$ cat src/rtl/core/vortex_pair_velocity_accumulator_core_defines.svh
// Assertion macros for the vortex pair velocity accumulator core.
// Each use expects clk and arst_n in scope.
`ifndef VORTEX_PAIR_VELOCITY_ACCUMULATOR_CORE_DEFINES_SVH
`define VORTEX_PAIR_VELOCITY_ACCUMULATOR_CORE_DEFINES_SVH

`define VPVA_ASSERT_NEVER(label, cond, msg) \
	label: assert property (@(posedge clk) disable iff (!arst_n) !(cond)) else $error(msg);

`define VPVA_ASSERT_IMPLIES(label, ante, cons, msg) \
	label: assert property (@(posedge clk) disable iff (!arst_n) (ante) |-> (cons)) \
		else $error(msg);

`endif

$ cat src/rtl/core/vpva_pkg.sv
`timescale 1ns / 1ps
package vpva_pkg;

	localparam int FRAC_BITS = 32;

	typedef struct packed {
		logic first;
		logic last;
		logic neg_u;
		logic neg_v;
	} vpva_flags_t;

	localparam int FLAG_BITS = 4;

	typedef enum logic [1:0] {
		BK_IDLE,
		BK_MUL,
		BK_DIV,
		BK_ACC
	} bk_state_t;

	localparam logic [2:0] MS_DXX = 3'd0;
	localparam logic [2:0] MS_DYY = 3'd1;
	localparam logic [2:0] MS_RR  = 3'd2;
	localparam logic [2:0] MS_SDY = 3'd3;
	localparam logic [2:0] MS_SDX = 3'd4;
	localparam logic [2:0] MS_FIN = 3'd5;

endpackage

$ cat src/rtl/core/vpva_front.sv
`timescale 1ns / 1ps
module vpva_front #(
	parameter int COORD_BITS = 24
) (
	input  logic signed [COORD_BITS-1:0] source_x,
	input  logic signed [COORD_BITS-1:0] source_y,
	input  logic signed [COORD_BITS-1:0] source_strength,
	input  logic signed [COORD_BITS-1:0] target_x,
	input  logic signed [COORD_BITS-1:0] target_y,
	input  logic                         first_source,
	input  logic                         last_source,
	output logic [COORD_BITS-1:0]        mag_dx,
	output logic [COORD_BITS-1:0]        mag_dy,
	output logic [COORD_BITS-1:0]        mag_str,
	output vpva_pkg::vpva_flags_t        flags
);
	import vpva_pkg::*;

	logic signed [COORD_BITS:0] dx;
	logic signed [COORD_BITS:0] dy;
	logic signed [COORD_BITS:0] str_x;
	logic signed [COORD_BITS:0] ndx;
	logic signed [COORD_BITS:0] ndy;
	logic signed [COORD_BITS:0] nstr;

	assign dx    = {target_x[COORD_BITS-1], target_x} - {source_x[COORD_BITS-1], source_x};
	assign dy    = {target_y[COORD_BITS-1], target_y} - {source_y[COORD_BITS-1], source_y};
	assign str_x = {source_strength[COORD_BITS-1], source_strength};
	assign ndx   = -dx;
	assign ndy   = -dy;
	assign nstr  = -str_x;

	always_comb begin
		mag_dx      = dx[COORD_BITS] ? ndx[COORD_BITS-1:0] : dx[COORD_BITS-1:0];
		mag_dy      = dy[COORD_BITS] ? ndy[COORD_BITS-1:0] : dy[COORD_BITS-1:0];
		mag_str     = str_x[COORD_BITS] ? nstr[COORD_BITS-1:0] : str_x[COORD_BITS-1:0];
		flags.first = first_source;
		flags.last  = last_source;
		flags.neg_u = !(str_x[COORD_BITS] ^ dy[COORD_BITS]);
		flags.neg_v = str_x[COORD_BITS] ^ dx[COORD_BITS];
	end

endmodule

$ cat src/rtl/core/vpva_fifo.sv
`timescale 1ns / 1ps
`include "vortex_pair_velocity_accumulator_core_defines.svh"
module vpva_fifo #(
	parameter int WIDTH = 99
) (
	input  logic             clk,
	input  logic             arst_n,
	input  logic             push,
	input  logic [WIDTH-1:0] push_data,
	output logic             full,
	input  logic             pop,
	output logic [WIDTH-1:0] pop_data,
	output logic             empty
);
	import vpva_pkg::*;

	logic [WIDTH-1:0] mem_q [2];
	logic             wr_ptr_q;
	logic             rd_ptr_q;
	logic [1:0]       count_q;
	logic             do_push;
	logic             do_pop;

	assign full     = count_q == 2'd2;
	assign empty    = count_q == 2'd0;
	assign do_push  = push && !full;
	assign do_pop   = pop && !empty;
	assign pop_data = mem_q[rd_ptr_q];

	always_ff @(posedge clk or negedge arst_n) begin
		if (!arst_n) begin
			wr_ptr_q <= 1'b0;
			rd_ptr_q <= 1'b0;
			count_q  <= 2'd0;
		end else begin
			if (do_push)
				wr_ptr_q <= !wr_ptr_q;
			if (do_pop)
				rd_ptr_q <= !rd_ptr_q;
			count_q <= count_q + {1'b0, do_push} - {1'b0, do_pop};
		end
	end

	always_ff @(posedge clk) begin
		if (do_push)
			mem_q[wr_ptr_q] <= push_data;
	end

	`VPVA_ASSERT_NEVER(a_count_range, count_q == 2'd3, "fifo count out of range")
	`VPVA_ASSERT_NEVER(a_pop_empty, pop && empty, "pop from empty fifo")
	`VPVA_ASSERT_IMPLIES(a_ptr_track, count_q == 2'd0 || count_q == 2'd2, wr_ptr_q == rd_ptr_q, "fifo pointers disagree with count")

endmodule

$ cat src/rtl/core/vpva_back.sv
`timescale 1ns / 1ps
module vpva_back #(
	parameter int COORD_BITS = 24,
	parameter int ACC_BITS   = 48
) (
	input  logic                         clk,
	input  logic                         arst_n,
	input  logic                         empty,
	output logic                         pop,
	input  logic [COORD_BITS-1:0]        in_dx,
	input  logic [COORD_BITS-1:0]        in_dy,
	input  logic [COORD_BITS-2:0]        in_rad,
	input  logic [COORD_BITS-1:0]        in_str,
	input  vpva_pkg::vpva_flags_t        in_flags,
	output logic                         out_valid,
	input  logic                         out_stall,
	output logic signed [ACC_BITS-1:0]   vel_u,
	output logic signed [ACC_BITS-1:0]   vel_v,
	output logic                         saturated
);
	import vpva_pkg::*;

	localparam int PW  = 2 * COORD_BITS - 1;
	localparam int DW  = 2 * COORD_BITS + 2;
	localparam int RW  = DW + 1;
	localparam int QW  = PW + FRAC_BITS;
	localparam int QX  = (QW > ACC_BITS) ? QW : ACC_BITS + 1;
	localparam int DCW = $clog2(QW + 1);

	bk_state_t state_q, state_d;

	logic [COORD_BITS-1:0]   adx_q, ady_q, asm_q;
	logic [COORD_BITS-2:0]   rad_q;
	vpva_flags_t             flags_q;
	logic [2:0]              mul_cnt_q;
	logic [DCW-1:0]          div_cnt_q;
	logic [2*COORD_BITS-1:0] prod_q;
	logic [DW-1:0]           d_q;
	logic [QW-1:0]           nu_q, nv_q;
	logic [RW-1:0]           rem_u_q, rem_v_q;
	logic signed [ACC_BITS-1:0] sum_u_q, sum_v_q;
	logic                    sat_q;
	logic                    out_valid_q;
	logic signed [ACC_BITS-1:0] vel_u_q, vel_v_q;
	logic                    sat_out_q;

	logic [COORD_BITS-1:0]   ma, mb;
	logic [2*COORD_BITS-1:0] prod;
	logic [RW-1:0]           rsh_u, rsh_v;
	logic                    ge_u, ge_v;
	logic                    acc_go;
	logic                    mul_done, div_done;
	logic signed [ACC_BITS-1:0] base_u, base_v, new_u, new_v;
	logic                    sat_u, sat_v;

	function automatic logic [ACC_BITS:0] acc_add(
		input logic signed [ACC_BITS-1:0] s,
		input logic [QW-1:0]              q,
		input logic                       neg,
		input logic                       zero
	);
		logic [QX-1:0]              qx;
		logic                       big;
		logic signed [ACC_BITS+1:0] t;
		logic signed [ACC_BITS+1:0] m;
		logic                       ovf;
		logic signed [ACC_BITS-1:0] r;
		qx  = zero ? '0 : QX'(q);
		big = |qx[QX-1:ACC_BITS];
		m   = {2'b00, qx[ACC_BITS-1:0]};
		t   = neg ? ({s[ACC_BITS-1], s[ACC_BITS-1], s} - m)
		          : ({s[ACC_BITS-1], s[ACC_BITS-1], s} + m);
		ovf = big || (t[ACC_BITS+1] != t[ACC_BITS]) || (t[ACC_BITS] != t[ACC_BITS-1]);
		if (ovf)
			r = neg ? {1'b1, {(ACC_BITS-1){1'b0}}} : {1'b0, {(ACC_BITS-1){1'b1}}};
		else
			r = t[ACC_BITS-1:0];
		return {ovf, r};
	endfunction

	always_comb begin
		case (mul_cnt_q)
			MS_DXX: begin
				ma = adx_q;
				mb = adx_q;
			end
			MS_DYY: begin
				ma = ady_q;
				mb = ady_q;
			end
			MS_RR: begin
				ma = {1'b0, rad_q};
				mb = {1'b0, rad_q};
			end
			MS_SDY: begin
				ma = asm_q;
				mb = ady_q;
			end
			MS_SDX: begin
				ma = asm_q;
				mb = adx_q;
			end
			default: begin
				ma = '0;
				mb = '0;
			end
		endcase
	end

	assign prod     = ma * mb;
	assign mul_done = mul_cnt_q == MS_FIN;
	assign div_done = div_cnt_q == DCW'(QW - 1);

	assign rsh_u = {rem_u_q[RW-2:0], nu_q[QW-1]};
	assign rsh_v = {rem_v_q[RW-2:0], nv_q[QW-1]};
	assign ge_u  = rsh_u >= {1'b0, d_q};
	assign ge_v  = rsh_v >= {1'b0, d_q};

	assign base_u = flags_q.first ? '0 : sum_u_q;
	assign base_v = flags_q.first ? '0 : sum_v_q;
	assign {sat_u, new_u} = acc_add(base_u, nu_q, flags_q.neg_u, d_q == '0);
	assign {sat_v, new_v} = acc_add(base_v, nv_q, flags_q.neg_v, d_q == '0);

	always_comb begin
		state_d = state_q;
		case (state_q)
			BK_IDLE: if (!empty) state_d = BK_MUL;
			BK_MUL: if (mul_done) state_d = (d_q != '0) ? BK_DIV : BK_ACC;
			BK_DIV: if (div_done) state_d = BK_ACC;
			BK_ACC: if (acc_go) state_d = BK_IDLE;
			default: state_d = BK_IDLE;
		endcase
	end

	always_comb begin
		pop    = 1'b0;
		acc_go = 1'b0;
		case (state_q)
			BK_IDLE: pop = !empty;
			BK_ACC: acc_go = !flags_q.last || !out_valid_q || !out_stall;
			default: begin
				pop    = 1'b0;
				acc_go = 1'b0;
			end
		endcase
	end

	always_ff @(posedge clk or negedge arst_n) begin
		if (!arst_n) begin
			state_q     <= BK_IDLE;
			mul_cnt_q   <= MS_DXX;
			div_cnt_q   <= '0;
			sum_u_q     <= '0;
			sum_v_q     <= '0;
			sat_q       <= 1'b0;
			out_valid_q <= 1'b0;
		end else begin
			state_q <= state_d;
			if (out_valid_q && !out_stall && !(state_q == BK_ACC && acc_go && flags_q.last))
				out_valid_q <= 1'b0;
			case (state_q)
				BK_IDLE: mul_cnt_q <= MS_DXX;
				BK_MUL: begin
					mul_cnt_q <= mul_cnt_q + 3'd1;
					div_cnt_q <= '0;
				end
				BK_DIV: div_cnt_q <= div_cnt_q + DCW'(1);
				BK_ACC: if (acc_go) begin
					sum_u_q <= new_u;
					sum_v_q <= new_v;
					sat_q   <= (sat_q && !flags_q.first) || sat_u || sat_v;
					if (flags_q.last)
						out_valid_q <= 1'b1;
				end
				default: mul_cnt_q <= MS_DXX;
			endcase
		end
	end

	always_ff @(posedge clk) begin
		if (pop) begin
			adx_q   <= in_dx;
			ady_q   <= in_dy;
			rad_q   <= in_rad;
			asm_q   <= in_str;
			flags_q <= in_flags;
		end
		if (state_q == BK_MUL) begin
			prod_q <= prod;
			case (mul_cnt_q)
				MS_DXX: d_q <= '0;
				MS_DYY, MS_RR, MS_SDY: d_q <= d_q + DW'(prod_q);
				MS_SDX: nu_q <= {prod_q[PW-1:0], {FRAC_BITS{1'b0}}};
				MS_FIN: begin
					nv_q    <= {prod_q[PW-1:0], {FRAC_BITS{1'b0}}};
					rem_u_q <= '0;
					rem_v_q <= '0;
				end
				default: d_q <= d_q;
			endcase
		end
		if (state_q == BK_DIV) begin
			rem_u_q <= ge_u ? rsh_u - {1'b0, d_q} : rsh_u;
			rem_v_q <= ge_v ? rsh_v - {1'b0, d_q} : rsh_v;
			nu_q    <= {nu_q[QW-2:0], ge_u};
			nv_q    <= {nv_q[QW-2:0], ge_v};
		end
		if (state_q == BK_ACC && acc_go && flags_q.last) begin
			vel_u_q   <= new_u;
			vel_v_q   <= new_v;
			sat_out_q <= (sat_q && !flags_q.first) || sat_u || sat_v;
		end
	end

	assign out_valid = out_valid_q;
	assign vel_u     = vel_u_q;
	assign vel_v     = vel_v_q;
	assign saturated = sat_out_q;

endmodule

$ cat src/rtl/core/vortex_pair_velocity_accumulator_core.sv
// Regularized 2-D vortex velocity accumulator.
// Input channel (in_valid / in_stall): one source-target pair per word, with
// first_source clearing the running sums and last_source requesting a result.
// Output channel (out_valid / out_stall): one word per last_source pair,
// carrying the saturating Q16.32 sums vel_u, vel_v and the saturated flag.
// A two-word queue parts the input side from the arithmetic back end, so
// up to two pairs are taken while the back end is busy.
// Each pair passes in the back end through an issue step, the shared
// multiplier, the restoring divider at one quotient bit per cycle, and an
// accumulate step; the back end takes a new pair only after it has
// finished accumulating the previous one.
// A zero denominator skips the divider and adds nothing.
// Reset empties the queue, clears the sums and the saturation flag, and
// drops any pending result. While the receiver stalls, the result word
// holds; a following pair with last_source waits in the accumulate step.
`timescale 1ns / 1ps
module vortex_pair_velocity_accumulator_core #(
	parameter int COORD_BITS = 24,
	parameter int ACC_BITS   = 48
) (
	input  logic                         clk,
	input  logic                         arst_n,
	input  logic                         in_valid,
	output logic                         in_stall,
	input  logic signed [COORD_BITS-1:0] source_x,
	input  logic signed [COORD_BITS-1:0] source_y,
	input  logic [COORD_BITS-2:0]        source_radius,
	input  logic signed [COORD_BITS-1:0] source_strength,
	input  logic signed [COORD_BITS-1:0] target_x,
	input  logic signed [COORD_BITS-1:0] target_y,
	input  logic                         first_source,
	input  logic                         last_source,
	output logic                         out_valid,
	input  logic                         out_stall,
	output logic signed [ACC_BITS-1:0]   vel_u,
	output logic signed [ACC_BITS-1:0]   vel_v,
	output logic                         saturated
);
	import vpva_pkg::*;

	localparam int QWIDTH = FLAG_BITS + 4 * COORD_BITS - 1;

	logic [COORD_BITS-1:0] f_dx, f_dy, f_str;
	vpva_flags_t           f_flags;
	logic [QWIDTH-1:0]     q_in, q_out;
	logic                  q_full, q_empty, q_pop;
	vpva_flags_t           b_flags;
	logic [COORD_BITS-1:0] b_dx, b_dy, b_str;
	logic [COORD_BITS-2:0] b_rad;

	vpva_front #(.COORD_BITS(COORD_BITS)) u_front (
		.source_x        (source_x),
		.source_y        (source_y),
		.source_strength (source_strength),
		.target_x        (target_x),
		.target_y        (target_y),
		.first_source    (first_source),
		.last_source     (last_source),
		.mag_dx          (f_dx),
		.mag_dy          (f_dy),
		.mag_str         (f_str),
		.flags           (f_flags)
	);

	assign q_in     = {f_flags, f_dx, f_dy, source_radius, f_str};
	assign in_stall = q_full;

	vpva_fifo #(.WIDTH(QWIDTH)) u_fifo (
		.clk       (clk),
		.arst_n    (arst_n),
		.push      (in_valid),
		.push_data (q_in),
		.full      (q_full),
		.pop       (q_pop),
		.pop_data  (q_out),
		.empty     (q_empty)
	);

	assign {b_flags, b_dx, b_dy, b_rad, b_str} = q_out;

	vpva_back #(.COORD_BITS(COORD_BITS), .ACC_BITS(ACC_BITS)) u_back (
		.clk       (clk),
		.arst_n    (arst_n),
		.empty     (q_empty),
		.pop       (q_pop),
		.in_dx     (b_dx),
		.in_dy     (b_dy),
		.in_rad    (b_rad),
		.in_str    (b_str),
		.in_flags  (b_flags),
		.out_valid (out_valid),
		.out_stall (out_stall),
		.vel_u     (vel_u),
		.vel_v     (vel_v),
		.saturated (saturated)
	);

endmodule

$ cat config.mk
export PLATFORM = sky130hd
export DESIGN_NAME = vortex_pair_velocity_accumulator_core
export DESIGN_NICKNAME = d
export VERILOG_FILES = /design/src/rtl/core/vpva_pkg.sv /design/src/rtl/core/vpva_front.sv /design/src/rtl/core/vpva_fifo.sv /design/src/rtl/core/vpva_back.sv /design/src/rtl/core/vortex_pair_velocity_accumulator_core.sv
export VERILOG_INCLUDE_DIRS = /design/src /design/src/rtl/core
export SDC_FILE = /design/constraint.sdc
export NUM_CORES = 2
export LEC_CHECK = 0
export ABC_AREA = 1
export BUFFER_PORTS_ARGS = -buffer_cell sky130_fd_sc_hd__clkbuf_2
export CORE_AREA = 3 3 390 392
export CTS_CLUSTER_DIAMETER = 50
export CTS_CLUSTER_SIZE = 40
export DETAILED_ROUTE_END_ITERATION = 10
export DIE_AREA = 0 0 393 395
export HOLD_SLACK_MARGIN = 0.12
export PLACE_DENSITY_LB_ADDON = 0.3
export SLEW_MARGIN = 25
export SYNTH_ARGS = -nofsm -noshare
export SYNTH_HDL_FRONTEND = slang
export SYNTH_HIERARCHICAL = 1
export SYNTH_SLANG_ARGS = --single-unit
$ cat constraint.sdc
create_clock -name clk -period 12.04 [get_ports clk]
set_input_delay 2.408 -clock clk [delete_from_list [all_inputs] [get_ports clk]]
set_output_delay 2.408 -clock clk [all_outputs]
set_load 0.02 [all_outputs]
==> impl_metrics.ini <==
[run_status]
status = finished clean

[clocking]
clock_tree.htree_level_count = 3
post_cts_repair_timing_setup_buffer_count = 0
insertion_delay_ps = 750
clockBufferDepth = 3
cts_hold_repair.buffers = 0
root_buffer = sky130_fd_sc_hd__clkbuf_16
clkSlewWorstSetupHoldPaths_ps = 90
clock_tree_from_tritoncts = built
post_cts_resize_count = 0
cts_num_sinks = 864
numCtsBuffers = 97

[synth]
ys_dominant_reg_cell = sky130_fd_sc_hd__edfxtp_1
ys_top_cells_by_count = 2,435 x sky130_fd_sc_hd__nand2_1, 1,723 x sky130_fd_sc_hd__inv_1, 1,008 x sky130_fd_sc_hd__nor2_1, 750 x sky130_fd_sc_hd__edfxtp_1, 620 x sky130_fd_sc_hd__a21oi_1
post_synth_num_cell_types = 69
post-synth-top-count-cell = sky130_fd_sc_hd__nand2_1
ys_top_cells_by_area = sky130_fd_sc_hd__edfxtp_1 29%, sky130_fd_sc_hd__fa_1 13%, sky130_fd_sc_hd__nand2_1 12%, sky130_fd_sc_hd__inv_1 8.4%, sky130_fd_sc_hd__ha_1 7.9%
synth-adder-area-share_pct = 20.49
share_of_the_yosys_chip_area_belonging_to_registers_pct = 32.77
synth-warning-count = 6
synth_compound_area_share_pct = 10.08
syn-num-nets = 10894
synth-simple-area-share_pct = 22.08
synth_enable_flop_cells = 750
synth_top_family_by_area = simple AND/OR/NAND/NOR gates
synth.largest_area_cell = sky130_fd_sc_hd__edfxtp_1
synthesis.instances = 9770
synth.avg_cell_area_um2 = 7.927
async_reset_ff_share_pct = 13.19
synth.top_cell.area_share_pct = 29.08
synthesis.area_um2 = 77440
muxShareOfSynthArea_pct = 0
synthXorXnorAreaFrac_pct = 4.391
yosys_register_bits = 864

[drt]
antenna_left = 0
wire_per_inst_um = 19.50
post_drt_via_cell_ratio = 5.477
postRouteWirelength_um = 232900
via_count = 65445
drt_first_iter_violations = 5125
post-route-drc-count = 0
first_pass_iters = 6

[die]
design.die.area_um2 = 155200
floorplan.rows = 142
start_util_pct = 51.89
die_height_um = 395
floorplan.die.width_um = 393
pin_count = 248
design.core.area_um2 = 149200

[setup_path]
critical_path.startpoint_type = register
critical_path_class = register to register
critical-path-top-cell-by-count = sky130_fd_sc_hd__inv_1
critPathArrivalTime_ps = 10540
critical_path.endpoint_type = register
worst-endpoint-required_ps = 12520
worst-path-max-fanout = 26
cp_slowest_stage_delay_ps = 690
cpMaxStageDelayCell = sky130_fd_sc_hd__dfrtp_1

[timing]
setup_viol = 0
final_period_minus_worst_setup_slack_ps = 10060
holdWs_ps = 455.9
skew_ps = 76.64
timing.final.hold_violations = 0
grt_setup_unrepaired = no
achievable-frequency_mhz = 99.36
tns_ps = 0
final.period_utilization_pct = 83.59
timing.max_slew.rel_slack_pct = 28.40
timing_worst_slew_pin_value_ps = 1074
report.final.slew_viol_count = 0

[grt]
grt_remaining_overflow = 0
antenna_found_initial = 3
grt.total_usage_pct = 29.85
groute.layer.met3.usage_pct = 3.509
groute.layer.met1.usage_pct = 38.60
groute.layer.met2.usage_pct = 50.96
grt_pass1_vias = 65161
grt_start_max_net_pins = 140
globalRoute.busiestLayer = met2
grt_first_pass_wirelength_um = 363100

[cells_and_area]
postLayoutCellArea_um2 = 84350
n_fill_cell = 13878
drive_above_1_share_pct = 7.199
final_cell_count_no_fill = 11948
finish.net_count = 11045
syn_to_final_growth_pct = 8.920

[placed_design]
routabilityCongestion = 0.9960
port-buffer-count = 247
dpl.hpwl_um = 185700
place_inst = 11766
dpl_cell_area_um2 = 80640

[job]
max_cap_viol_count = 0

[min_path]
holdCritPathClass = register to register
==> through the flow <==
| stage | worst slack, ps | utilization [%] |
|---|---|---|
| 4_1_cts | 2118 | 56.51 |
| 3_3_place_gp | 2053 | 54.03 |
| 3_5_place_dp | 2040 | 54.03 |
| 6_report | 1976 | 56.52 |
| 2_1_floorplan | 1411 | - |
| 5_1_grt | 1492 | 56.52 |
==> path summary, 6_finish.rpt <==
check	startpoint	end	slack [ps]	depth (start not counted)
max	u_back/mul_cnt_q[2]	u_back/prod_q[42]	1980	31
min	u_fifo/mem_q[0][6]	u_back/asm_q[6]	460	2
max reg2reg	u_back/mul_cnt_q[2]	u_back/prod_q[42]	1980	31
min reg2reg	u_fifo/mem_q[0][6]	u_back/asm_q[6]	460	2
max in group asynchronous	arst_n	u_back/sum_u_q[32]	8910	2
min in group asynchronous	arst_n	u_back/sum_v_q[2]	1820	1
==> cells in the final DEF (no fill, tap or decap), types with 17 or more instances in the layout <==
| master | Yosys | routed |
|---|---|---|
| sky130_fd_sc_hd__nor3_1 | 73 | 73 |
| sky130_fd_sc_hd__nand4_1 | 123 | 123 |
| sky130_fd_sc_hd__nand3_2 | 27 | 29 |
| sky130_fd_sc_hd__o21bai_1 | 19 | 19 |
| sky130_fd_sc_hd__inv_1 | 1723 | 1721 |
| sky130_fd_sc_hd__o21a_1 | 40 | 40 |
| sky130_fd_sc_hd__nand2_2 | 47 | 46 |
| sky130_fd_sc_hd__dfrtp_1 | 114 | 113 |
| sky130_fd_sc_hd__nor2_1 | 1008 | 1004 |
| sky130_fd_sc_hd__o21ai_0 | 396 | 394 |
| sky130_fd_sc_hd__a21oi_1 | 620 | 617 |
| sky130_fd_sc_hd__clkinv_8 | 0 | 17 |
| sky130_fd_sc_hd__a21o_1 | 20 | 20 |
| sky130_fd_sc_hd__nand3_1 | 265 | 263 |
| sky130_fd_sc_hd__or2_2 | 42 | 42 |
| sky130_fd_sc_hd__xor2_1 | 239 | 239 |
| sky130_fd_sc_hd__clkbuf_2 | 0 | 246 |
| sky130_fd_sc_hd__buf_4 | 12 | 85 |
| sky130_fd_sc_hd__a21boi_0 | 19 | 19 |
| sky130_fd_sc_hd__nor4_1 | 51 | 51 |
| sky130_fd_sc_hd__a31oi_1 | 114 | 106 |
| sky130_fd_sc_hd__clkbuf_16 | 0 | 98 |
| sky130_fd_sc_hd__nand2_1 | 2435 | 2434 |
| sky130_fd_sc_hd__o21ai_1 | 20 | 21 |
| sky130_fd_sc_hd__fa_1 | 489 | 489 |
| sky130_fd_sc_hd__o211ai_1 | 17 | 17 |
| sky130_fd_sc_hd__edfxtp_1 | 750 | 750 |
| sky130_fd_sc_hd__xnor2_1 | 140 | 140 |
| sky130_fd_sc_hd__a211oi_1 | 19 | 19 |
| sky130_fd_sc_hd__ha_1 | 486 | 484 |
==> state kept, by name, summed over array words and instances (netlist names), 3 cells and up <==
register	count
u_back/nu_q	79
u_back/sum_v_q	48
u_back/nv_q	79
u_back/ady_q	24
u_back/asm_q	24
u_back/prod_q	48
u_back/sum_u_q	48
u_fifo/mem_q	198
u_back/div_cnt_q	7
u_back/rad_q	23
u_back/adx_q	24
u_back/mul_cnt_q	3
u_back/rem_u_q	50
u_back/rem_v_q	50
u_back/vel_u	48
u_back/vel_v	48
u_back/flags_q	4
u_back/d_q	50
==> layout make-up <==
class,instances,area [um2],area share (%)
repair buffers,333,1901,2.253
clock buffers,106,2512,2.979
flip-flops and latches,864,25380,30.09
diodes,2,5.005,0.005933
multi-input cells,6882,44390,52.62
inverters,1743,6549,7.764
clock inverters,74,1189,1.409
well taps,1944,2432,2.884
==> cell families after synthesis <==
| kind of cell | after synthesis |
|---|---|
| AND/OR/NAND/NOR | 4144 |
| AO/OA/AOI/OAI | 1379 |
| flip-flops | 864 |
| adder cells (fa/ha/maj) | 975 |
| XOR/XNOR | 384 |
| buffers and inverters | 2024 |
==> critical path: cells and delay by family (launching register included) <==
family | cells | cell delay [ps]
and+or+nand+nor | 6 | 800
buffers and inverters | 10 | 2350
DFF | 1 | 690
xor gates and xnor gates | 1 | 90
adders and majority gates | 8 | 3560
AOI/OAI and AO/OA | 6 | 2380
==> per-layer routing <==
layer	wire [um]	vias up
li1	-	31619
met1	96480	31221
met2	112600	2147
met3	13290	458
met4	10600	0
met5	0	-
Power is left out: the tool's default activity adds up to more than one toggle a clock period on the data nets, which glitch-free logic cannot reach.
